<file path="config.mk">
export PLATFORM = sky130hd
export DESIGN_NAME = msmb_fifo
export DESIGN_NICKNAME = d
export VERILOG_FILES = /design/src/hw/rtl/masked_star_mean_blur_defines.svh /design/src/hw/rtl/msmb_pkg.sv /design/src/hw/rtl/msmb_fifo.sv
export SDC_FILE = /design/constraint.sdc
export NUM_CORES = 1
export LEC_CHECK = 0
export BUFFER_PORTS_ARGS = -buffer_cell sky130_fd_sc_hd__clkbuf_2
export CAP_MARGIN = 25
export CORE_MARGIN = 2
export CORE_UTILIZATION = 38
export CTS_CLUSTER_DIAMETER = 30
export DETAILED_ROUTE_END_ITERATION = 7
export MAX_ROUTING_LAYER = met4
export PLACE_DENSITY = 0.58
export SYNTH_ARGS = -nofsm -noshare
export SYNTH_HDL_FRONTEND = slang
export SYNTH_SLANG_ARGS = --single-unit
</file>
<file path="constraint.sdc">
create_clock -name clk -period 4.7 [get_ports clk]
set_input_delay 0.47 -clock clk [delete_from_list [all_inputs] [get_ports clk]]
set_output_delay 0.47 -clock clk [all_outputs]
set_load 0.02 [all_outputs]
</file>
<file path="src/hw/rtl/masked_star_mean_blur_defines.svh">
// Assertion macros used by the masked star mean blur engine.
`ifndef MASKED_STAR_MEAN_BLUR_DEFINES_SVH
`define MASKED_STAR_MEAN_BLUR_DEFINES_SVH

// Same-cycle implication, checked outside reset.
`define MSMB_ASSERT_NOW(lbl, ante, cons, msg) \
    lbl: assert property (@(posedge clk) disable iff (!rst_n) (ante) |-> (cons)) \
        else $error(msg);

// Next-cycle implication, checked outside reset.
`define MSMB_ASSERT_NEXT(lbl, ante, cons, msg) \
    lbl: assert property (@(posedge clk) disable iff (!rst_n) (ante) |=> (cons)) \
        else $error(msg);

`endif

</file>
<file path="src/hw/rtl/msmb_pkg.sv">
// Types, constants and helper functions for the masked star mean blur.
`timescale 1ns / 1ps
package msmb_pkg;

    localparam int CW     = 8;
    localparam int CH_W   = 8;
    localparam int DIM_W  = 9;
    localparam int DEG_W  = 4;
    localparam int NX_W   = 10;
    localparam int SUM_W  = 15;
    localparam int CNT_W  = 7;
    localparam int IDX_W  = 2;
    localparam int CFG_W  = 9;
    localparam int DIV_W  = 4;
    localparam int QDEPTH = 2;
    localparam int QCNT_W = 2;
    localparam int PIX_W  = 3 * CH_W + 1;

    localparam logic [CNT_W-1:0] CNT_MAX = 7'd121;

    localparam logic [IDX_W-1:0] REG_FRAME_WIDTH  = 2'd0;
    localparam logic [IDX_W-1:0] REG_FRAME_HEIGHT = 2'd1;
    localparam logic [IDX_W-1:0] REG_BLUR_DEGREE  = 2'd2;

    localparam logic OP_WRITE = 1'b0;
    localparam logic OP_READ  = 1'b1;

    localparam logic [1:0] DIR_ZERO = 2'b00;
    localparam logic [1:0] DIR_POS  = 2'b01;
    localparam logic [1:0] DIR_NEG  = 2'b11;

    typedef struct packed {
        logic [DIM_W-1:0] frame_width;
        logic [DIM_W-1:0] frame_height;
        logic [DEG_W-1:0] blur_degree;
    } cfg_t;

    typedef struct packed {
        logic            op;
        logic            in_frame;
        logic [CW-1:0]   col;
        logic [CW-1:0]   row;
        logic [CH_W-1:0] red;
        logic [CH_W-1:0] green;
        logic [CH_W-1:0] blue;
        logic            mask;
    } item_t;

    function automatic logic [1:0] dir_dx(input logic [2:0] k);
        logic [1:0] r;
        case (k)
            3'd0, 3'd3, 3'd5: r = DIR_NEG;
            3'd1, 3'd6:       r = DIR_ZERO;
            default:          r = DIR_POS;
        endcase
        return r;
    endfunction

    function automatic logic [1:0] dir_dy(input logic [2:0] k);
        logic [1:0] r;
        case (k)
            3'd0, 3'd1, 3'd2: r = DIR_NEG;
            3'd3, 3'd4:       r = DIR_ZERO;
            default:          r = DIR_POS;
        endcase
        return r;
    endfunction

    // Coordinate stepped by d along one axis; negative results set the top bit.
    function automatic logic [NX_W-1:0] step_coord(input logic [CW-1:0] base,
                                                    input logic [1:0] dir,
                                                    input logic [DEG_W-1:0] d);
        logic [NX_W-1:0] r;
        case (dir)
            DIR_POS: r = {2'b00, base} + {6'b0, d};
            DIR_NEG: r = {2'b00, base} - {6'b0, d};
            default: r = {2'b00, base};
        endcase
        return r;
    endfunction

endpackage

</file>
<file path="src/hw/rtl/msmb_fifo.sv">
// Short queue of classified items between front and back end.
`timescale 1ns / 1ps
module msmb_fifo (
    input  logic            clk,
    input  logic            rst_n,
    input  logic            push,
    input  msmb_pkg::item_t push_item,
    input  logic            pop,
    output logic            full,
    output logic            head_valid,
    output msmb_pkg::item_t head_item
);

    msmb_pkg::item_t entry_reg [msmb_pkg::QDEPTH];
    logic wr_ptr_reg;
    logic rd_ptr_reg;
    logic [msmb_pkg::QCNT_W-1:0] count_reg;

    assign full = (count_reg == msmb_pkg::QCNT_W'(msmb_pkg::QDEPTH));
    assign head_valid = (count_reg != '0);
    assign head_item = entry_reg[rd_ptr_reg];

    always_ff @(posedge clk)
    begin
        if (push)
        begin
            entry_reg[wr_ptr_reg] <= push_item;
        end
    end

    always_ff @(posedge clk or negedge rst_n)
    begin
        if (!rst_n)
        begin
            wr_ptr_reg <= 1'b0;
            rd_ptr_reg <= 1'b0;
            count_reg  <= '0;
        end
        else
        begin
            if (push)
            begin
                wr_ptr_reg <= ~wr_ptr_reg;
            end
            if (pop)
            begin
                rd_ptr_reg <= ~rd_ptr_reg;
            end
            if (push && !pop)
            begin
                count_reg <= count_reg + 1'b1;
            end
            else if (pop && !push)
            begin
                count_reg <= count_reg - 1'b1;
            end
        end
    end

endmodule

</file>
* After elaboration in Yosys (flattened, before gate mapping)
Memory sizes are Yosys's and may differ from the RTL's.
Index checks and enable logic that the tools add are counted.
Widths: inputs -> output; s select.
** Operators by class
- Shift-type cells :: 0
- Multiply operators :: 0
- Bitwise gates (word level) :: 2
- Reduce and logical (&&, ||, !) cells :: 6
- Equality and inequality tests :: 1
- Muxes and demuxes :: 4
- Order comparisons :: 0
- Divide/modulo/power cells :: 0
- Add/subtract/negate cells :: 2
** Operators with widths (number)
- $mux 2 :: 2
- $reduce_bool 2->1 :: 2
- $add 2x1->2 const B :: 1
- $eq 2x2->1 const B :: 1
- $logic_and 1x1->1 :: 2
- $logic_not 1->1 :: 2
- $mux 1 :: 2
- $not 1->1 :: 2
- $sub 2x1->2 const B :: 1
** Word-level totals
- Latch bits :: 0
- Register bits :: 4
- ROM bits :: 0
- Logic and storage cells :: 19
- Memory bits (writable) :: 86
- Input bits :: 47
- Memories :: 1
- Output and inout port bits :: 45
** Memory list
- entry_reg :: words 2, bits a word 43, read ports 1, clocked after Yosys merged registers in 0, write ports 1, line msmb_fifo.sv:14 : msmb_pkg::item_t entry_reg [msmb_pkg::QDEPTH];

* Depth between registers and ports, before layout
- Word-level depth :: 4
- Mapped depth :: 5
- Mapped depth without buffers :: 5

* Least setup slack after synthesis
Ideal clock, no wire load.
- Path kind :: input -> register
- Start :: in push
- End :: mem entry_reg[0][0] (netlist name), enable pin
- Data required time :: 4251 ps
- Library setup time :: 449 ps
- Stages :: 1
- Path slack :: 1864 ps
- Arrival time :: 2387 ps
- Path buffers :: 0
- Cell sequence :: nor2b_1
** On the way
- Word-level cells in the longest chain between the ends :: 2
** Ends and longest elaborated chain
- start: declaration :: line msmb_fifo.sv:6 : input logic push,
- $mux 1 :: line msmb_fifo.sv:25 : if (push)
- $mux 1 (not written as such) :: line msmb_fifo.sv:27 : entry_reg[wr_ptr_reg] <= push_item;
- end: declaration :: line msmb_fifo.sv:14
No other way between the ends.

==> results_dict.tcl <==
set metrics [dict create \
    outcome "complete, no violations" \
    total_nets_final 299 \
    yosysWarnings 0 \
    timing.final.max_slew_violations 0 \
    hold_buffer_count_at_cts 1 \
    timing.final.crit_period_ns 2.65 \
    grt_antenna_before_repair 0 \
    chipWidth_um 99.9 \
    crit_slowest_cell "sky130_fd_sc_hd__dfrtp_2" \
    vdd_drop_max_mv 0.350 \
    syn_avg_cell_area_sq_um 23.3 \
    avgRoutedWirePerCell_um 15.2 \
    insertion_delay_ns 0.35 \
    finalWirelength_um 5530 \
    syn_to_final_growth_pct 20.7 \
    setup_repair_after_global_routing_missed_its_margin "no" \
    hp-class "in -> reg" \
    antenna-diode-count 0 \
    postCtsSetupRepairBufs 0 \
    post_synth_inst_count 150 \
    netlist_top_cells_area "sky130_fd_sc_hd__edfxtp_1 (74%), sky130_fd_sc_hd__mux2_4 (17%), sky130_fd_sc_hd__dfrtp_1 (2.9%)" \
    largest_stage_delay_on_the_critical_path_ns 0.75 \
    crit_arrival_ns 2.18 \
    finalPower_uw 2500 \
    cts_root_buffer "sky130_fd_sc_hd__clkbuf_8" \
    kind_of_capture_point_of_the_worst_setup_path "output port" \
    grt_start_max_net_pins 31 \
    cts_resized 0 \
    syn-cell-area_sq_um 3490 \
    worst_ep_required_time_ns 4.23 \
    max_freq_mhz 377 \
    final_layout_size_suffix_gt1_share_pct 60.5 \
    powerDensity_nw_per_um2 592 \
    portion_of_synthesized_cell_area_occupied_by_the_leading_cell_type_pct 73.9 \
    routabilityCongestion 0.680 \
    synthesis.nets 198 \
    cts_buffers 9 \
    cts.sink_count 90 \
    grt_overflow_total 0 \
    core.rowCount 34 \
    fin_worst_skew_ns 0.00433 \
    grt_usage_pct 12.1 \
    fin_crit_sh_pct 56.5 \
    critical_path_cell_list "buf_4, mux2_2, clkbuf_2" \
    vias 1658 \
    ys_seq_elements 90 \
    post_synth_num_cell_types 14 \
    max_slew.worst_pin.slew_ns 0.578 \
    floorplan.initialDensity_pct 39.7 \
    chipHeight_um 99.9 \
    max_cap_viol_count 0 \
    ctsLongestPathBuffers 2 \
    cpLargestDelayFamily "flip-flops" \
    wire_length_of_the_first_global_routing_pass_um 8470 \
    timing.final.hold_violations 0 \
    antenna_violating_nets_post_route 0 \
    detailedRoute.firstPassIterationCount 4 \
    via_per_inst 4.55 \
    ios 92 \
    design.die.area_sq_um 9980 \
    path_max_fanout 26 \
    criticalPathCategory "reg -> out" \
    buffer_ports.inserted 91 \
    drc 0 \
    first_iter_violations 48 \
    worstSetupStartpointType "flop" \
    clk_transition_reported_paths_ns 0.09 \
    max_slew_margin_pct 61.4 \
    worst_path_buffer_plus_inverter_count 2 \
    floorplan.core_area_sq_um 8810 \
    grt_pass1_vias 1727 \
    cts_tree "built" \
    largest_register_ff_count 86 \
    setup-violations-final 0 \
    dp_hpwl_um 3730 \
    total_leakage_power_uw 0.00172 \
    cts_htree_levels 3 \
    fin_tns_setup_ns 0 \
    n_fill_cell 766 \
    synth_top_area_cell "sky130_fd_sc_hd__edfxtp_1" \
    synth-seq-area-share_pct 76.8 \
]
-- report_power, final --
part | switching (uW) | internal, uW | total (uW) | leakage (uW)
clock | 260 | 190 | 450 | 0.0000843
sequential | 86.4 | 1070 | 1150 | 0.000853
combinational | 482 | 412 | 894 | 0.000788
total | 828 | 1670 | 2500 | 0.00172
-- logic make-up (layout without fill, tap and decap cells) --
kind of cell	after synthesis	after routing	share of synthesized area, %
DFF	90	90	76.8
muxes	43	43	18.1
buffers and inverters	6	112	2.72
xor gates and xnor gates	5	5	1.25
and+or+nand+nor	5	5	0.824
adders and majority gates	1	1	0.358
-- per-layer routing --
metal  vias up  wire [um]  GRT usage (%)
met5         -          0              -
li1        786          -              -
met4         0        102           6.32
met2        55       2720           19.1
met3        10        321           3.69
met1       807       2390           13.9
-- layout make-up --
class	count	area (sq um)	area share [%]
inverter	1	3.75	0.0890
multi-input combinational	54	724	17.2
timing repair buffer	95	500	11.9
tap	108	135	3.20
sequential	90	2680	63.6
clock buffer	9	124	2.94
clock inverter	7	46.3	1.10
-- Yosys cell counts --
cell type,number
sky130_fd_sc_hd__inv_1,1
sky130_fd_sc_hd__dfrtp_1,4
sky130_fd_sc_hd__buf_12,4
sky130_fd_sc_hd__xnor2_1,1
sky130_fd_sc_hd__edfxtp_1,86
sky130_fd_sc_hd__nor2b_1,2
sky130_fd_sc_hd__buf_6,1
sky130_fd_sc_hd__ha_1,1
sky130_fd_sc_hd__mux2_4,39
sky130_fd_sc_hd__or2_2,1
sky130_fd_sc_hd__nor2_1,1
sky130_fd_sc_hd__xor2_1,4
sky130_fd_sc_hd__mux2_2,4
sky130_fd_sc_hd__and2_1,1
-- worst register-to-register path, delay by kind of cell, from the launching register on --
kind	cells	cell delay, ns
buf+inv	1	0.46
flops	1	0.43
simple gates	1	0.39
-- final timing paths --
kind | slack, ns | to | cells after the start | start
min | 0.31 | entry_reg[0][20] | 1 | push_item[20]
max reg2reg | 3.07 | entry_reg[0][2] | 2 | wr_ptr_reg
max | 2.05 | head_item[40] | 3 | rd_ptr_reg
min in group asynchronous | 0.46 | count_reg[1] | 2 | rst_n
max in group asynchronous | 4.10 | rd_ptr_reg | 2 | rst_n
min reg2reg | 0.49 | count_reg[1] | 1 | count_reg[1]
-- stage by stage --
stage               hold WS [ns]  worst slack, ns  cells  utilization, %  area (sq um)
floorplan                  0.174             1.86    150               -          3490
global placement           0.284             2.39    346            45.6          4020
detailed placement         0.285             2.37    347            45.9          4040
CTS                        0.285             1.97    364            47.9          4220
global route               0.280             1.89    364            47.9          4220
finish                     0.307             2.05    364            47.9          4220
-- cell usage in the layout, fill, tap and decap left out, drive strengths merged --
cell	instances
and2	1
buf	3
clkbuf	100
clkinv	6
clkinvlp	1
dfrtp	4
dlygate4sd3	1
edfxtp	86
ha	1
inv	1
mux2	43
nor2	1
nor2b	2
or2	1
xnor2	1
xor2	4
Note: power is estimated with default switching activity, not from simulation.
