--- config.mk ---
export PLATFORM = sky130hd
export DESIGN_NAME = msmb_front
export DESIGN_NICKNAME = d
export VERILOG_FILES = /design/src/hw/rtl/masked_star_mean_blur_defines.svh /design/src/hw/rtl/msmb_pkg.sv /design/src/hw/rtl/msmb_front.sv
export SDC_FILE = /design/constraint.sdc
export NUM_CORES = 1
export LEC_CHECK = 0
export BUFFER_PORTS_ARGS = -buffer_cell sky130_fd_sc_hd__buf_2
export CAP_MARGIN = 25
export CORE_MARGIN = 4
export CORE_UTILIZATION = 40
export CTS_BUF_LIST = sky130_fd_sc_hd__clkbuf_16
export CTS_CLUSTER_DIAMETER = 30
export DETAILED_ROUTE_END_ITERATION = 16
export PLACE_DENSITY = 0.87
export SLEW_MARGIN = 5
export SYNTH_ARGS = -nofsm -noshare
export SYNTH_HDL_FRONTEND = slang
export SYNTH_SLANG_ARGS = --single-unit
export TNS_END_PERCENT = 20
--- constraint.sdc ---
create_clock -name clk -period 2.53 [get_ports clk]
set_input_delay 0.6325 -clock clk [delete_from_list [all_inputs] [get_ports clk]]
set_output_delay 0.6325 -clock clk [all_outputs]
set_load 0.05 [all_outputs]
--- src/hw/rtl/masked_star_mean_blur_defines.svh ---
// Assertion macros used by the masked star mean blur engine.
`ifndef MASKED_STAR_MEAN_BLUR_DEFINES_SVH
`define MASKED_STAR_MEAN_BLUR_DEFINES_SVH

// Same-cycle implication, checked outside reset.
`define MSMB_ASSERT_NOW(lbl, ante, cons, msg) \
    lbl: assert property (@(posedge clk) disable iff (!rst_n) (ante) |-> (cons)) \
        else $error(msg);

// Next-cycle implication, checked outside reset.
`define MSMB_ASSERT_NEXT(lbl, ante, cons, msg) \
    lbl: assert property (@(posedge clk) disable iff (!rst_n) (ante) |=> (cons)) \
        else $error(msg);

`endif

--- src/hw/rtl/msmb_pkg.sv ---
// Types, constants and helper functions for the masked star mean blur.
`timescale 1ns / 1ps
package msmb_pkg;

    localparam int CW     = 8;
    localparam int CH_W   = 8;
    localparam int DIM_W  = 9;
    localparam int DEG_W  = 4;
    localparam int NX_W   = 10;
    localparam int SUM_W  = 15;
    localparam int CNT_W  = 7;
    localparam int IDX_W  = 2;
    localparam int CFG_W  = 9;
    localparam int DIV_W  = 4;
    localparam int QDEPTH = 2;
    localparam int QCNT_W = 2;
    localparam int PIX_W  = 3 * CH_W + 1;

    localparam logic [CNT_W-1:0] CNT_MAX = 7'd121;

    localparam logic [IDX_W-1:0] REG_FRAME_WIDTH  = 2'd0;
    localparam logic [IDX_W-1:0] REG_FRAME_HEIGHT = 2'd1;
    localparam logic [IDX_W-1:0] REG_BLUR_DEGREE  = 2'd2;

    localparam logic OP_WRITE = 1'b0;
    localparam logic OP_READ  = 1'b1;

    localparam logic [1:0] DIR_ZERO = 2'b00;
    localparam logic [1:0] DIR_POS  = 2'b01;
    localparam logic [1:0] DIR_NEG  = 2'b11;

    typedef struct packed {
        logic [DIM_W-1:0] frame_width;
        logic [DIM_W-1:0] frame_height;
        logic [DEG_W-1:0] blur_degree;
    } cfg_t;

    typedef struct packed {
        logic            op;
        logic            in_frame;
        logic [CW-1:0]   col;
        logic [CW-1:0]   row;
        logic [CH_W-1:0] red;
        logic [CH_W-1:0] green;
        logic [CH_W-1:0] blue;
        logic            mask;
    } item_t;

    function automatic logic [1:0] dir_dx(input logic [2:0] k);
        logic [1:0] r;
        case (k)
            3'd0, 3'd3, 3'd5: r = DIR_NEG;
            3'd1, 3'd6:       r = DIR_ZERO;
            default:          r = DIR_POS;
        endcase
        return r;
    endfunction

    function automatic logic [1:0] dir_dy(input logic [2:0] k);
        logic [1:0] r;
        case (k)
            3'd0, 3'd1, 3'd2: r = DIR_NEG;
            3'd3, 3'd4:       r = DIR_ZERO;
            default:          r = DIR_POS;
        endcase
        return r;
    endfunction

    // Coordinate stepped by d along one axis; negative results set the top bit.
    function automatic logic [NX_W-1:0] step_coord(input logic [CW-1:0] base,
                                                    input logic [1:0] dir,
                                                    input logic [DEG_W-1:0] d);
        logic [NX_W-1:0] r;
        case (dir)
            DIR_POS: r = {2'b00, base} + {6'b0, d};
            DIR_NEG: r = {2'b00, base} - {6'b0, d};
            default: r = {2'b00, base};
        endcase
        return r;
    endfunction

endpackage

--- src/hw/rtl/msmb_front.sv ---
// Front end: configuration registers, input accept and item classification.
`timescale 1ns / 1ps
module msmb_front #(
    parameter int MAX_WIDTH  = 256,
    parameter int MAX_HEIGHT = 256,
    parameter int MAX_DEGREE = 15
) (
    input  logic                           clk,
    input  logic                           rst_n,
    input  logic                           cfg_write,
    input  logic [msmb_pkg::IDX_W-1:0]     cfg_index,
    input  logic [msmb_pkg::CFG_W-1:0]     cfg_data,
    input  logic                           in_valid,
    output logic                           in_stall,
    input  logic                           opcode,
    input  logic [msmb_pkg::CW-1:0]        col_index,
    input  logic [msmb_pkg::CW-1:0]        row_index,
    input  logic [msmb_pkg::CH_W-1:0]      in_red,
    input  logic [msmb_pkg::CH_W-1:0]      in_green,
    input  logic [msmb_pkg::CH_W-1:0]      in_blue,
    input  logic                           blur_select,
    input  logic                           q_full,
    output logic                           q_push,
    output msmb_pkg::item_t                q_item,
    output msmb_pkg::cfg_t                 cfg
);

    localparam int RST_W = (MAX_WIDTH < 256) ? MAX_WIDTH : 256;
    localparam int RST_H = (MAX_HEIGHT < 256) ? MAX_HEIGHT : 256;

    msmb_pkg::cfg_t cfg_reg;
    logic [msmb_pkg::DIM_W-1:0] dim_v;
    logic [msmb_pkg::DIM_W-1:0] fw_next;
    logic [msmb_pkg::DIM_W-1:0] fh_next;
    logic [msmb_pkg::DEG_W-1:0] deg_next;
    logic in_frame;

    always_comb
    begin
        dim_v = (cfg_data == '0) ? msmb_pkg::DIM_W'(1) : cfg_data;
        fw_next = (32'(dim_v) > MAX_WIDTH) ? msmb_pkg::DIM_W'(MAX_WIDTH) : dim_v;
        fh_next = (32'(dim_v) > MAX_HEIGHT) ? msmb_pkg::DIM_W'(MAX_HEIGHT) : dim_v;
        deg_next = (32'(cfg_data[msmb_pkg::DEG_W-1:0]) > MAX_DEGREE)
                 ? msmb_pkg::DEG_W'(MAX_DEGREE) : cfg_data[msmb_pkg::DEG_W-1:0];
    end

    always_ff @(posedge clk or negedge rst_n)
    begin
        if (!rst_n)
        begin
            cfg_reg.frame_width  <= msmb_pkg::DIM_W'(RST_W);
            cfg_reg.frame_height <= msmb_pkg::DIM_W'(RST_H);
            cfg_reg.blur_degree  <= msmb_pkg::DEG_W'(1);
        end
        else if (cfg_write)
        begin
            case (cfg_index)
                msmb_pkg::REG_FRAME_WIDTH:  cfg_reg.frame_width  <= fw_next;
                msmb_pkg::REG_FRAME_HEIGHT: cfg_reg.frame_height <= fh_next;
                msmb_pkg::REG_BLUR_DEGREE:  cfg_reg.blur_degree  <= deg_next;
                default: ;
            endcase
        end
    end

    assign cfg = cfg_reg;
    assign in_stall = q_full;
    assign in_frame = ({1'b0, col_index} < cfg_reg.frame_width)
                   && ({1'b0, row_index} < cfg_reg.frame_height);

    // Writes outside the frame are dropped here.
    assign q_push = in_valid && !q_full && (opcode == msmb_pkg::OP_READ || in_frame);

    always_comb
    begin
        q_item.op       = opcode;
        q_item.in_frame = in_frame;
        q_item.col      = col_index;
        q_item.row      = row_index;
        q_item.red      = in_red;
        q_item.green    = in_green;
        q_item.blue     = in_blue;
        q_item.mask     = blur_select;
    end

endmodule

======== Yosys cells after proc, flatten, opt, wreduce, memory -nomap -nowiden ========
Index checks and enable logic that the tools add are counted.
storage, ports and cells
  register bits after elaboration ......... 22
  bits of input ports ..................... 58
  output and inout bits ................... 67
  word-level logic and storage cells ...... 20
operators by class
  magnitude comparators ................... 3
  equality and inequality tests ........... 2
  mux-type cells .......................... 2
  reductions and logical operators ........ 10
operators by type and width
  kind                  count
  $lt A8 B9 Y1          2
  $mux W9               2
  $gt A9 B9 Y1 const B  1
  $logic_not A9 Y1      1
  $reduce_and A2 Y1     3
  $logic_and A1 B1 Y1   3
  $eq A2 B1 Y1 const B  1
  $eq A2 B2 Y1 const B  1
  $logic_not A2 Y1      1
  $logic_not A1 Y1      1
  $logic_or A1 B1 Y1    1

======== Logic depth before layout (Yosys ltp) ========
  word-level depth ........................ 4
  gate-level depth with buffers ........... 7
  gate-level depth less buffers ........... 6

======== Worst setup path before layout ========
Ideal clock, no wire load.
  kind .................................... reg2out
  start point ............................. register cfg_reg, in the netlist cfg[8]
  end point ............................... output q_push
  arrival ................................. 2.350 ns
  required time ........................... 1.898 ns
  path slack .............................. -0.453 ns
  stages on the path, launching flop included .. 7
  path buffers ............................ 0
  cell sequence ........................... dfrtp_1 > inv_1 > ha_1 > a211oi_2 > o21ai_1 > a211o_1 > a221oi_2
on the way
  cells in the longest elaborated chain, start to end .. 4
RTL lines
  item                 line              source
  start, declared      msmb_front.sv:31  msmb_pkg::cfg_t cfg_reg;
  $lt A8 B9 Y1         msmb_front.sv:69  && ({1'b0, row_index} < cfg_reg.frame_height);
  $logic_and A1 B1 Y1  msmb_front.sv:69
  $logic_or A1 B1 Y1   msmb_front.sv:72  assign q_push = in_valid && !q_full && (opcode == msmb_pkg::OP_READ || in_frame);
  $logic_and A1 B1 Y1  msmb_front.sv:72
  end, declared        msmb_front.sv:23  output logic q_push,
No other way between the ends.

======== Worst setup path in the final report ========
  start point ............................. input row_index[6] in the netlist's numbering
  end point ............................... output q_push
on the way
  cells in the longest elaborated chain, start to end .. 4
RTL lines
  item                 line              source
  start, declared      msmb_front.sv:17  input logic [msmb_pkg::CW-1:0] row_index,
  $lt A8 B9 Y1         msmb_front.sv:69
  $logic_and A1 B1 Y1  msmb_front.sv:69
  $logic_or A1 B1 Y1   msmb_front.sv:72
  $logic_and A1 B1 Y1  msmb_front.sv:72
No other way between the ends.

==> qor.txt <==
outcome: finished, violations left
failing checks: setup timing
WL met1: 1.44 mm
initial antenna violation count: 0
fin crit share: 106%
Worst Setup SP: row_index[6]
pin count of the biggest net entering global routing: 23
final worst path period need: 2.67 ns
Setup crit end: q_push
mux contribution to synthesized area: 2.12%
Yosys reg bits: 22
Synth Instances: 174
Async S/R FF share, synth: 100%
final worst setup slack: -0.143 ns
DRC viols: 0
WS Path Type: primary input to output pin
insertion delay to the later sink of the worst-skew pair: 0.25 ns
Initial Util: 42.3%
Worst setup EP type: output pin
Worst Hold Class: primary input to asynchronous set/reset pin
Max rail drop VDD: 0.348 mV
Slew Viols, Final: 0
area of the multi-input gates: 689 um^2
clock buffer depth: 2
Root Buffer: clkbuf_16
most frequent cells in the layout: buf_2 (71), nand2_1 (18), inv_1 (17)
RePlAce Congestion: 0.773
final wirelength: 3.38 mm
# setup viols final: 1
Pre-antenna DRT Iters: 4
# diodes: 0
Boundary Pins: 125
WL met3: 279 um
CP startpoint kind: primary input
Detail Route Antenna Nets: 0
H-Tree Depth: 1
Synth Area in Compound Gates: 15.0%
worst endpoint data arrival time: 2.04 ns
total core area: 3770 um^2
final hold viol count: 0
Total Power Consumption: 1450 uW
Seq/Total Area, Yosys: 34.7%
die area: 5070 um^2
hold-fix buffers at CTS: 0
TritonCTS clock tree: built
filler instances: 390
CP required: 1.90 ns
worst slew pin tran: 0.572 ns
Die Height: 71.2 um
worst r2r src: cfg[7]$_DFFE_PN0P_
main flop type after synthesis: dfrtp_1
Final nets: 280
Syn. warnings: 0
violation count after the first detailed-route iteration: 23
synthesized cell area: 1600 um^2
crit path max fanout: 2
most common cell after layout, fill and taps aside: buf_2
GRT Total Usage: 13.3%
max FFs per register: 22
Via density: 4.84
clk sink count: 22
total setup buffers inserted after CTS: 0
combinational family with the most area after synthesis: buffers and inverters
Layout area overhead: 18.2%
adder-cell share of the synthesized area: 11.0%
total congestion overflow: 0
HPWL Detailed: 2.89 mm
global-route wire length before repair: 5.36 mm
Horiz. Die Dim: 71.2 um
vias: 1234
port bufs: 74
R2R Setup Slk: 1.70 ns
Reg clk slew, reported paths: 0.06 ns
max_slew headroom: 61.7%
CTS Buf Count: 3
Simple-Gate Fraction of Synth Area: 11.1%
power per cell area: 769 nW/um^2
P_leak: 0.000948 uW
Synth cell types: 31
Synthesized Nets: 246
vias in the first global route: 1160
Post-synth EDFFs: 0
top routing layer in use: met4
post-synthesis area per instance: 9.18 um^2
clock skew: 0 ns
row cnt: 22
drt wl/cell: 13.2 um
FF+latch area: 564 um^2
reg2reg path depth: 2
xor/xnor cell area share of the yosys netlist: 0%
Met2 Wirelength: 1.62 mm
fmax: 374 MHz
final core occ: 50.0%
RSZ-0062 raised after global routing: true
fraction of layout cells with a size suffix above 1: 50.7%
Reg2Reg Capture Point: cfg[7]$_DFFE_PN0P_
number of max-cap violations: 0
==> cells by family (layout without fill, tap and decap cells) <==
logic type / after synthesis / after routing
buffers and inverters: 65 / 98
AND/OR/NAND/NOR: 33 / 33
AO/OA/AOI/OAI: 37 / 37
adder cells (fa/ha/maj): 14 / 14
multiplexers: 3 / 3
flip-flops: 22 / 22
==> metrics by stage <==
step | setup WS [ns] | cells | hold slack [ns] | setup TNS, ns | area [um^2]
after floorplan | -0.0903 | 174 | 0.337 | -0.0903 | 1670
after global placement | -0.240 | 251 | 0.467 | -0.358 | 1760
after detailed placement | -0.275 | 251 | 0.477 | -0.383 | 1760
after CTS | -0.156 | 255 | 0.346 | -0.176 | 1880
after global routing | -0.234 | 255 | 0.371 | -0.286 | 1890
final | -0.143 | 255 | 0.327 | -0.143 | 1890
==> power by group <==
| part | switching (uW) | leakage, uW | internal [uW] |
|---|---|---|---|
| clock network | 125 | 0.0000511 | 314 |
| logic | 397 | 0.000632 | 167 |
| registers | 37.5 | 0.000266 | 410 |
==> worst max-delay path, stage by stage <==
cell and delay [ns]:
buf_2 0.10, ha_1 0.30, nand4b_1 0.11, a21oi_1 0.06, a211o_1 0.35, a221oi_4 0.30, buf_6 0.19
==> synth_stat cells (2+ instances only) <==
master    instances  area share (%)
nand2_1          18             4.2
nand3_1           2            0.63
nand2b_1          2            0.78
nor2_2            2            0.78
buf_4            44              21
inv_1            18             4.2
nand3b_1          2            0.94
mux2_2            3             2.1
o21ai_1           6             1.9
o31ai_1           2            0.94
a22o_1            6             3.3
dfstp_2           3             4.9
a31oi_1           2            0.78
o21ai_0           9             2.8
ha_1             14              11
dfrtp_1          19              30
a21oi_1           8             2.5
==> cell type report <==
type / instances / area share, %
timing repair buffer: 76 / 21.2
multi-input combinational: 87 / 36.5
clock inverter: 1 / 1.59
tap: 48 / 3.18
inverter: 18 / 3.58
clock buffer: 3 / 3.98
sequential: 22 / 29.9
==> how the worst min path moves through the flow <==
stage	from	end	slack (ns)
2_1_floorplan	rst_n	cfg[10]$_DFFE_PN0P_	0.34
3_3_place_gp	cfg[0]$_DFFE_PN1P_	cfg[0]$_DFFE_PN1P_	0.47
3_5_place_dp	cfg[21]$_DFFE_PN1P_	cfg[21]$_DFFE_PN1P_	0.48
4_1_cts	rst_n	cfg[1]$_DFFE_PN0P_	0.35
5_1_grt	rst_n	cfg[1]$_DFFE_PN0P_	0.37
6_report	rst_n	cfg[1]$_DFFE_PN0P_	0.33
==> per-layer routing <==
layer | up-vias | global-route usage, %
met2 | 51 | 22.1
met5 | - | 0
met4 | 0 | 5.01
met3 | 6 | 3.69
li1 | 613 | -
met1 | 564 | 16.2
==> timing repair <==
action                     4_1_cts  5_1_grt
pin swaps                        1        1
setup endpoints to repair        2        2
gates resized for setup          6        1
(Power assumes the default switching activity.)
